**src/sv/jse_pkg.sv**
```systemverilog
// Package with the shared types, character codes and lookup functions of the JSON escaper.
`default_nettype none
package jse_pkg;

    localparam int BODY_MAX = 6;

    typedef logic [7:0] byte_t;
    typedef byte_t [BODY_MAX-1:0] body_t;
    typedef byte_t [2:0] held_t;
    typedef logic [2:0] cnt3_t;

    localparam logic KIND_BYTE = 1'b0;
    localparam logic KIND_END  = 1'b1;

    localparam byte_t CH_QUOTE = 8'h22;
    localparam byte_t CH_BSL   = 8'h5C;
    localparam byte_t CH_BS    = 8'h08;
    localparam byte_t CH_FF    = 8'h0C;
    localparam byte_t CH_LF    = 8'h0A;
    localparam byte_t CH_CR    = 8'h0D;
    localparam byte_t CH_TAB   = 8'h09;
    localparam byte_t CH_B     = 8'h62;
    localparam byte_t CH_F     = 8'h66;
    localparam byte_t CH_N     = 8'h6E;
    localparam byte_t CH_R     = 8'h72;
    localparam byte_t CH_T     = 8'h74;
    localparam byte_t CH_U     = 8'h75;
    localparam byte_t CH_ZERO  = 8'h30;

    localparam cnt3_t REP_LAST = 3'd5;

    function automatic byte_t hex_char(input logic [3:0] nib);
        byte_t r;
        if (nib < 4'd10)
        begin
            r = 8'h30 + {4'd0, nib};
        end
        else
        begin
            r = 8'h37 + {4'd0, nib};
        end
        return r;
    endfunction

    // Characters of the six-byte replacement escape, by position.
    function automatic byte_t rep_char(input cnt3_t idx);
        byte_t r;
        case (idx)
            3'd0:    r = CH_BSL;
            3'd1:    r = CH_U;
            3'd2:    r = 8'h46;
            3'd3:    r = 8'h46;
            3'd4:    r = 8'h46;
            default: r = 8'h44;
        endcase
        return r;
    endfunction

endpackage
`default_nettype wire

```
**src/sv/jse_if.sv**
```systemverilog
// Stream interfaces for the input bytes and the escaped output text.
`default_nettype none
interface jse_in_if;
    logic           valid;
    logic           ready;
    logic           kind;
    jse_pkg::byte_t data_byte;

    modport source (output valid, output kind, output data_byte, input ready);
    modport sink   (input valid, input kind, input data_byte, output ready);
endinterface

interface jse_out_if;
    logic           valid;
    logic           ready;
    jse_pkg::byte_t out_byte;
    logic           last_of_run;
    logic           closes_string;

    modport source (output valid, output out_byte, output last_of_run,
                    output closes_string, input ready);
    modport sink   (input valid, input out_byte, input last_of_run,
                    input closes_string, output ready);
endinterface
`default_nettype wire

```
**src/sv/json_string_escaper_utf8.sv**
```systemverilog
// JSON string escaper with UTF-8 validation: the top level.
//
// The byte_in channel takes one beat per string byte (kind low) and one beat
// to end the string (kind high). The text_out channel gives one beat per byte
// of the quoted, escaped text; last_of_run marks the final beat caused by an
// input beat and closes_string marks the closing quote.
// An accepted beat is decoded at once into a run descriptor register; an
// emitter steps through it and loads one byte a cycle into the output
// register. The first byte of a run passes through the descriptor register
// and then the output register before it is visible on text_out. byte_in
// is ready again in the cycle in which the last byte of the run is loaded,
// so runs follow each other with no gap. A beat that only holds a lead or
// continuation byte makes no output unless it opens the string.
// Throughput is one output byte per cycle, set by the single output register.
// Reset empties the descriptor and the output register, drops any held
// partial sequence and marks no string as open.
// When the receiver stalls, the output register holds its beat, the emitter
// waits and byte_in drops ready until the current run is done.
`default_nettype none
module json_string_escaper_utf8 (
    input  wire logic clk,
    input  wire logic rst_n,
    jse_in_if.sink    byte_in,
    jse_out_if.source text_out
);
    import jse_pkg::*;

    // Decoder state.
    held_t       held_reg, held_next;
    logic [1:0]  cnt_reg, cnt_next;
    cnt3_t       need_reg, need_next;
    logic        str_open_reg, str_open_next;

    // Run descriptor.
    logic        job_valid_reg;
    logic        open_reg;
    cnt3_t       reps_reg;
    cnt3_t       rep_idx_reg;
    body_t       body_reg;
    cnt3_t       body_len_reg;
    cnt3_t       body_idx_reg;
    logic        close_reg;

    // Output register.
    logic        out_valid_reg;
    byte_t       out_byte_reg;
    logic        out_last_reg;
    logic        out_close_reg;

    // Descriptor of the beat being accepted.
    logic        a_open;
    cnt3_t       a_reps;
    body_t       a_body;
    cnt3_t       a_len;
    logic        a_close;
    logic        a_nonempty;
    logic        do_fresh;
    logic        seq_ok;
    logic [10:0] cp2;
    logic [15:0] cp3;
    logic [20:0] cp4;
    byte_t       c;

    // Emitter.
    byte_t       e_byte;
    logic        e_closes;
    logic        e_open_next;
    cnt3_t       e_reps_next;
    cnt3_t       e_rep_idx_next;
    cnt3_t       e_body_idx_next;
    logic        e_close_next;
    logic        e_last;

    logic        load;
    logic        advance;
    logic        accept;

    assign load    = !out_valid_reg || text_out.ready;
    assign advance = job_valid_reg && load;
    assign byte_in.ready = !job_valid_reg || (load && e_last);
    assign accept  = byte_in.valid && byte_in.ready;
    assign c       = byte_in.data_byte;

    assign cp2 = {held_reg[0][4:0], c[5:0]};
    assign cp3 = {held_reg[0][3:0], held_reg[1][5:0], c[5:0]};
    assign cp4 = {held_reg[0][2:0], held_reg[1][5:0], held_reg[2][5:0], c[5:0]};

    always_comb
    begin
        case (need_reg)
            3'd2:    seq_ok = (cp2 >= 11'h080);
            3'd3:    seq_ok = (cp3 >= 16'h0800) && !(cp3 >= 16'hD800 && cp3 <= 16'hDFFF);
            default: seq_ok = (cp4 >= 21'h10000) && (cp4 <= 21'h10FFFF);
        endcase
    end

    always_comb
    begin
        held_next     = held_reg;
        cnt_next      = cnt_reg;
        need_next     = need_reg;
        str_open_next = str_open_reg;
        a_open        = !str_open_reg;
        a_reps        = '0;
        a_body        = '0;
        a_len         = '0;
        a_close       = 1'b0;
        do_fresh      = 1'b0;

        if (byte_in.kind == KIND_END)
        begin
            a_reps        = {1'b0, cnt_reg};
            a_close       = 1'b1;
            cnt_next      = '0;
            need_next     = '0;
            str_open_next = 1'b0;
        end
        else
        begin
            str_open_next = 1'b1;
            if (need_reg != '0)
            begin
                if (c[7:6] == 2'b10)
                begin
                    if ((({1'b0, cnt_reg} + 3'd1) >= need_reg) || (cnt_reg == 2'd3))
                    begin
                        cnt_next  = '0;
                        need_next = '0;
                        if (seq_ok)
                        begin
                            a_len     = need_reg;
                            a_body[0] = held_reg[0];
                            case (need_reg)
                                3'd2:
                                begin
                                    a_body[1] = c;
                                end
                                3'd3:
                                begin
                                    a_body[1] = held_reg[1];
                                    a_body[2] = c;
                                end
                                default:
                                begin
                                    a_body[1] = held_reg[1];
                                    a_body[2] = held_reg[2];
                                    a_body[3] = c;
                                end
                            endcase
                        end
                        else
                        begin
                            a_reps = need_reg;
                        end
                    end
                    else
                    begin
                        held_next[cnt_reg] = c;
                        cnt_next           = cnt_reg + 2'd1;
                    end
                end
                else
                begin
                    a_reps    = {1'b0, cnt_reg};
                    cnt_next  = '0;
                    need_next = '0;
                    do_fresh  = 1'b1;
                end
            end
            else
            begin
                do_fresh = 1'b1;
            end
        end

        if (do_fresh)
        begin
            case (c) inside
                CH_QUOTE:
                begin
                    a_body[0] = CH_BSL; a_body[1] = CH_QUOTE; a_len = 3'd2;
                end
                CH_BSL:
                begin
                    a_body[0] = CH_BSL; a_body[1] = CH_BSL; a_len = 3'd2;
                end
                CH_BS:
                begin
                    a_body[0] = CH_BSL; a_body[1] = CH_B; a_len = 3'd2;
                end
                CH_FF:
                begin
                    a_body[0] = CH_BSL; a_body[1] = CH_F; a_len = 3'd2;
                end
                CH_LF:
                begin
                    a_body[0] = CH_BSL; a_body[1] = CH_N; a_len = 3'd2;
                end
                CH_CR:
                begin
                    a_body[0] = CH_BSL; a_body[1] = CH_R; a_len = 3'd2;
                end
                CH_TAB:
                begin
                    a_body[0] = CH_BSL; a_body[1] = CH_T; a_len = 3'd2;
                end
                [8'h00:8'h1F]:
                begin
                    a_body[0] = CH_BSL;
                    a_body[1] = CH_U;
                    a_body[2] = CH_ZERO;
                    a_body[3] = CH_ZERO;
                    a_body[4] = hex_char(c[7:4]);
                    a_body[5] = hex_char(c[3:0]);
                    a_len     = 3'd6;
                end
                [8'h20:8'h7F]:
                begin
                    a_body[0] = c; a_len = 3'd1;
                end
                [8'hC0:8'hDF]:
                begin
                    held_next[0] = c; cnt_next = 2'd1; need_next = 3'd2;
                end
                [8'hE0:8'hEF]:
                begin
                    held_next[0] = c; cnt_next = 2'd1; need_next = 3'd3;
                end
                [8'hF0:8'hF7]:
                begin
                    held_next[0] = c; cnt_next = 2'd1; need_next = 3'd4;
                end
                default:
                begin
                    a_reps = a_reps + 3'd1;
                end
            endcase
        end
    end

    assign a_nonempty = a_open || (a_reps != '0) || (a_len != '0) || a_close;

    always_comb
    begin
        e_open_next     = open_reg;
        e_reps_next     = reps_reg;
        e_rep_idx_next  = rep_idx_reg;
        e_body_idx_next = body_idx_reg;
        e_close_next    = close_reg;
        e_closes        = 1'b0;
        if (open_reg)
        begin
            e_byte      = CH_QUOTE;
            e_open_next = 1'b0;
        end
        else if (reps_reg != '0)
        begin
            e_byte = rep_char(rep_idx_reg);
            if (rep_idx_reg == REP_LAST)
            begin
                e_rep_idx_next = '0;
                e_reps_next    = reps_reg - 3'd1;
            end
            else
            begin
                e_rep_idx_next = rep_idx_reg + 3'd1;
            end
        end
        else if (body_idx_reg < body_len_reg)
        begin
            e_byte          = body_reg[body_idx_reg];
            e_body_idx_next = body_idx_reg + 3'd1;
        end
        else
        begin
            e_byte       = CH_QUOTE;
            e_closes     = 1'b1;
            e_close_next = 1'b0;
        end
        e_last = !e_open_next && (e_reps_next == '0) &&
                 (e_body_idx_next >= body_len_reg) && !e_close_next;
    end

    always_ff @(posedge clk or negedge rst_n)
    begin
        if (!rst_n)
        begin
            cnt_reg      <= '0;
            need_reg     <= '0;
            str_open_reg <= 1'b0;
        end
        else if (accept)
        begin
            cnt_reg      <= cnt_next;
            need_reg     <= need_next;
            str_open_reg <= str_open_next;
        end
    end

    always_ff @(posedge clk)
    begin
        if (accept)
        begin
            held_reg <= held_next;
        end
    end

    always_ff @(posedge clk or negedge rst_n)
    begin
        if (!rst_n)
        begin
            job_valid_reg <= 1'b0;
            open_reg      <= 1'b0;
            reps_reg      <= '0;
            rep_idx_reg   <= '0;
            body_len_reg  <= '0;
            body_idx_reg  <= '0;
            close_reg     <= 1'b0;
        end
        else if (accept)
        begin
            job_valid_reg <= a_nonempty;
            open_reg      <= a_open;
            reps_reg      <= a_reps;
            rep_idx_reg   <= '0;
            body_len_reg  <= a_len;
            body_idx_reg  <= '0;
            close_reg     <= a_close;
        end
        else if (advance)
        begin
            job_valid_reg <= !e_last;
            open_reg      <= e_open_next;
            reps_reg      <= e_reps_next;
            rep_idx_reg   <= e_rep_idx_next;
            body_idx_reg  <= e_body_idx_next;
            close_reg     <= e_close_next;
        end
    end

    always_ff @(posedge clk)
    begin
        if (accept)
        begin
            body_reg <= a_body;
        end
    end

    always_ff @(posedge clk or negedge rst_n)
    begin
        if (!rst_n)
        begin
            out_valid_reg <= 1'b0;
        end
        else if (load)
        begin
            out_valid_reg <= job_valid_reg;
        end
    end

    always_ff @(posedge clk)
    begin
        if (advance)
        begin
            out_byte_reg  <= e_byte;
            out_last_reg  <= e_last;
            out_close_reg <= e_closes;
        end
    end

    assign text_out.valid         = out_valid_reg;
    assign text_out.out_byte      = out_byte_reg;
    assign text_out.last_of_run   = out_last_reg;
    assign text_out.closes_string = out_close_reg;

endmodule
`default_nettype wire

```
**src/flat_wrapper.sv**
```systemverilog
// flat-port wrapper written by rule: the top's interface ports become plain ports
module json_string_escaper_utf8_flat import jse_pkg::*;
  (clk, rst_n, byte_in_valid, byte_in_kind, byte_in_data_byte, byte_in_ready, text_out_valid, text_out_out_byte, text_out_last_of_run, text_out_closes_string, text_out_ready);
  jse_in_if byte_in_i ();
  jse_out_if text_out_i ();
  input  wire logic clk;
  input  wire logic rst_n;
  input wire logic [$bits(byte_in_i.valid)-1:0] byte_in_valid;
  input wire logic [$bits(byte_in_i.kind)-1:0] byte_in_kind;
  input wire logic [$bits(byte_in_i.data_byte)-1:0] byte_in_data_byte;
  output wire logic [$bits(byte_in_i.ready)-1:0] byte_in_ready;
  output wire logic [$bits(text_out_i.valid)-1:0] text_out_valid;
  output wire logic [$bits(text_out_i.out_byte)-1:0] text_out_out_byte;
  output wire logic [$bits(text_out_i.last_of_run)-1:0] text_out_last_of_run;
  output wire logic [$bits(text_out_i.closes_string)-1:0] text_out_closes_string;
  input wire logic [$bits(text_out_i.ready)-1:0] text_out_ready;
  assign byte_in_i.valid = byte_in_valid;
  assign byte_in_i.kind = byte_in_kind;
  assign byte_in_i.data_byte = byte_in_data_byte;
  assign byte_in_ready = byte_in_i.ready;
  assign text_out_valid = text_out_i.valid;
  assign text_out_out_byte = text_out_i.out_byte;
  assign text_out_last_of_run = text_out_i.last_of_run;
  assign text_out_closes_string = text_out_i.closes_string;
  assign text_out_i.ready = text_out_ready;
  json_string_escaper_utf8 u_core (.clk(clk), .rst_n(rst_n), .byte_in(byte_in_i), .text_out(text_out_i));
endmodule
```
**config.mk**
```make
export PLATFORM = sky130hd
export DESIGN_NAME = json_string_escaper_utf8_flat
export DESIGN_NICKNAME = d
export VERILOG_FILES = /design/src/sv/jse_pkg.sv /design/src/sv/jse_if.sv /design/src/sv/json_string_escaper_utf8.sv /design/src/flat_wrapper.sv
export SDC_FILE = /design/constraint.sdc
export NUM_CORES = 1
export LEC_CHECK = 0
export ABC_CLOCK_PERIOD_IN_PS = 4100
export BUFFER_PORTS_ARGS = -buffer_cell sky130_fd_sc_hd__buf_2
export CAP_MARGIN = 20
export CORE_MARGIN = 4
export CORE_UTILIZATION = 52
export CTS_CLUSTER_DIAMETER = 40
export CTS_CLUSTER_SIZE = 20
export DETAILED_ROUTE_END_ITERATION = 8
export PLACE_DENSITY = 0.72
export SETUP_SLACK_MARGIN = 0.02
export SYNTH_ARGS = -nofsm -noshare
export SYNTH_HDL_FRONTEND = slang
export SYNTH_SLANG_ARGS = --single-unit
```
**constraint.sdc**
```tcl
create_clock -name clk -period 4.1 [get_ports clk]
set_input_delay 0.205 -clock clk [delete_from_list [all_inputs] [get_ports clk]]
set_output_delay 0.205 -clock clk [all_outputs]
set_load 0.02 [all_outputs]
```
==> impl_metrics.py <==
metrics = {
    "finish": {
        "fill_cells": 934,
        "area_delta_synth_final_pct": 7.26,
        "antenna_cells": 0,
        "largest_register_ffs": 46,
        "final_cell_mix": "edfxtp_1 (80), nand2_1 (47), inv_1 (29)",
        "ff_latch_area_um2": 2950,
        "layout.nets": 570,
        "multi_input_area_um2": 2560,
        "final_common_cell": "edfxtp_1",
        "layout-drive-gt1-share": 0.142,
    },
    "route": {
        "drc": 0,
        "drt_first_pass_iters": 6,
        "first_iter_violations": 386,
        "wl_per_cell_um": 19.5,
        "ant_nets": 0,
        "finalWirelength_um": 13200,
        "drt-vias-per-instance": 6.19,
        "vias": 4191,
    },
    "logic_synthesis": {
        "synth-main-ff-cell": "edfxtp_1",
        "syn-cell-area_um2": 5750,
        "synth_xor_area_frac": 0.00913,
        "synth_compound_area_frac": 0.152,
        "ys.warnings.count": 0,
        "syn_inst": 509,
        "yosysUniqueCellTypes": 80,
        "avgSynthCellArea_um2": 11.3,
        "synth_top_family_by_area": "simple AND/OR/NAND/NOR gates",
        "yosys.area_share.simple": 0.163,
        "synth_edf_count": 80,
        "synth.yosys.seq_area_share": 0.513,
        "synthMuxAreaShare": 0.0633,
        "ys_async_sr_fraction": 0.216,
        "ys_ff_latch": 102,
        "synthAdderAreaFrac": 0.0544,
    },
    "setup_path": {
        "arrival_ns": 3.48,
        "end_kind": "output pin",
        "required_ns": 3.89,
        "startpoint_type": "flip-flop",
        "cp_max_fo": 4,
        "path_class": "reg -> out",
    },
    "sta": {
        "slew_headroom": 0.388,
        "finalClockSkew_ns": 0.0179,
        "fin_tns_setup_ns": 0,
        "finalSetupViolations": 0,
        "hold_violations": 0,
        "slew_violations": 0,
        "max_freq_mhz": 272,
        "min_period_ns": 3.68,
        "rsz0062_at_grt": "no",
        "tightestPinTransition_ns": 0.918,
        "fin_crit_sh": 0.898,
    },
    "pwr": {
        "power_mw": 3.96,
        "p_leak_nw": 2.37,
        "ir_drop_uv": 346,
        "powerDensity_nw_per_um2": 642,
    },
    "global_route": {
        "use_met2": 0.340,
        "antenna_found_initial": 0,
        "grt.busiest_layer": "met2",
        "grt_util_met1": 0.294,
        "grt_pass1_vias": 4017,
        "grt_use_total": 0.212,
        "grt.overflow.total": 0,
        "grt_max_degree": 46,
        "grt_pass1_wl_um": 21200,
        "use_met3": 0.0321,
    },
    "placement": {
        "portBuffers": 24,
        "gp_congestion": 0.911,
        "hpwl_um": 9470,
    },
    "clock_network": {
        "tritoncts": "done",
        "clk_pin_slew_ns": 0.10,
        "clock_latency_ns": 0.38,
        "clock_path_buffers": 2,
        "cts_sinks": 102,
        "cts_root_buf": "clkbuf_8",
        "cts_buffers": 9,
        "htree_levels": 3,
    },
    "run_status": {
        "status": "finished, final reports clean",
    },
    "job": {
        "drv_cap": 0,
    },
    "floorplan": {
        "die_w_um": 113,
        "io_pins": 25,
        "core_area_um2": 10800,
        "die_area_um2": 12800,
        "die_y_um": 113,
        "fp-row-count": 38,
        "start_util": 0.531,
    },
    "hold_path": {
        "holdCritPathClass": "in -> reg",
    },
}
-- worst paths after layout --
check / startpoint / endpoint / slack [ns] / cells after the start
worst max-delay path: u_core.reps_reg[0] / byte_in_ready / 0.42 / 13
worst min-delay path: byte_in_valid / u_core.job_valid_reg / 0.09 / 2
worst max register to register: u_core.reps_reg[0] / u_core.cp4[9] / 0.43 / 13
worst min register to register: u_core.str_open_reg / u_core.open_reg / 0.53 / 1
max in group asynchronous: rst_n / u_core.body_idx_reg[1] / 3.41 / 2
min in group asynchronous: rst_n / u_core.need_reg[2] / 0.32 / 2
-- cells in the mapped netlist (all sizes together) (3+ instances only) --
library cell / instances / area share
nor2b: 8 / 0.0087
edfxtp: 80 / 0.42
a21o: 4 / 0.0052
nor4: 3 / 0.0033
nand3: 21 / 0.018
o31ai: 9 / 0.016
and2: 8 / 0.0087
xnor2: 4 / 0.0061
a22o: 5 / 0.0076
nand2b: 11 / 0.012
o22ai: 13 / 0.014
buf: 14 / 0.018
nor3b: 4 / 0.0061
ha: 25 / 0.054
o21ai: 26 / 0.023
a32o: 4 / 0.0070
mux2i: 15 / 0.026
or3: 3 / 0.0041
a21oi: 24 / 0.021
a221o: 3 / 0.0052
and3: 10 / 0.012
a211oi: 4 / 0.0052
inv: 31 / 0.020
o211ai: 3 / 0.0039
nand4: 6 / 0.0065
o21a: 3 / 0.0039
a31oi: 4 / 0.0070
clkbuf: 9 / 0.0061
nor3: 13 / 0.013
mux4: 8 / 0.031
dfrtp: 22 / 0.096
nand2: 48 / 0.032
mux2: 3 / 0.0059
nor2: 26 / 0.017
-- cells by family after synthesis --
| family | Yosys count |
|---|---|
| AO/OA/AOI/OAI | 121 |
| XOR/XNOR | 6 |
| adder cells (fa/ha/maj) | 25 |
| buffers and inverters | 54 |
| flip-flops | 102 |
| multiplexers | 26 |
| other | 1 |
| AND/OR/NAND/NOR | 174 |
-- stage by stage --
step / area, µm² / setup slack, ns / util / hold WS, ns / std cells
final: 6170 / 0.419 / 0.569 / 0.0869 / 677
after global placement: 5990 / 0.562 / 0.552 / 0.209 / 660
after floorplan: 5770 / 0.290 / - / -0.0906 / 512
after detailed placement: 5990 / 0.446 / 0.552 / 0.221 / 660
after CTS: 6170 / 0.397 / 0.569 / 0.0745 / 677
after global routing: 6170 / 0.0749 / 0.569 / 0.0979 / 677
-- where the power goes --
| group | internal [mW] | leakage (nW) | switching (mW) |
|---|---|---|---|
| sequential | 1.51 | 1.03 | 0.177 |
| clock | 0.222 | 0.0816 | 0.362 |
| combinational | 0.685 | 1.25 | 1.00 |
-- what timing repair did --
item	in CTS	in global routing
gates resized for setup	0	0
hold buffers	1	0
buffers inserted	0	0
endpoints found under the hold margin	22	0
-- cell type report --
type,instances,share of cell area
sequential,102,0.478
multi-input combinational,356,0.415
timing repair buffer,32,0.0316
tap,140,0.0284
clock buffer,9,0.0201
inverter,31,0.0189
clock inverter,7,0.00811
-- critical path, stage by stage, from the launching register on --
cell and delay (ns):
dfrtp_1 0.42, inv_1 0.11, ha_1 0.21, or2b_1 0.30, a211oi_1 0.29, and2b_1 0.23, mux2_2 0.37, ha_1 0.28
a21oi_1 0.06, nor2b_1 0.14, o22a_4 0.18, nand2_1 0.08, o21ai_0 0.22, buf_2 0.20
-- per-layer routing --
metal	up-vias	part of all wire	wire length [µm]
li1	1959	-	-
met1	2024	0.44	5730
met2	186	0.48	6280
met3	22	0.064	845
met4	0	0.024	311
met5	-	0	0
Power figures use the tool's default switching activity.
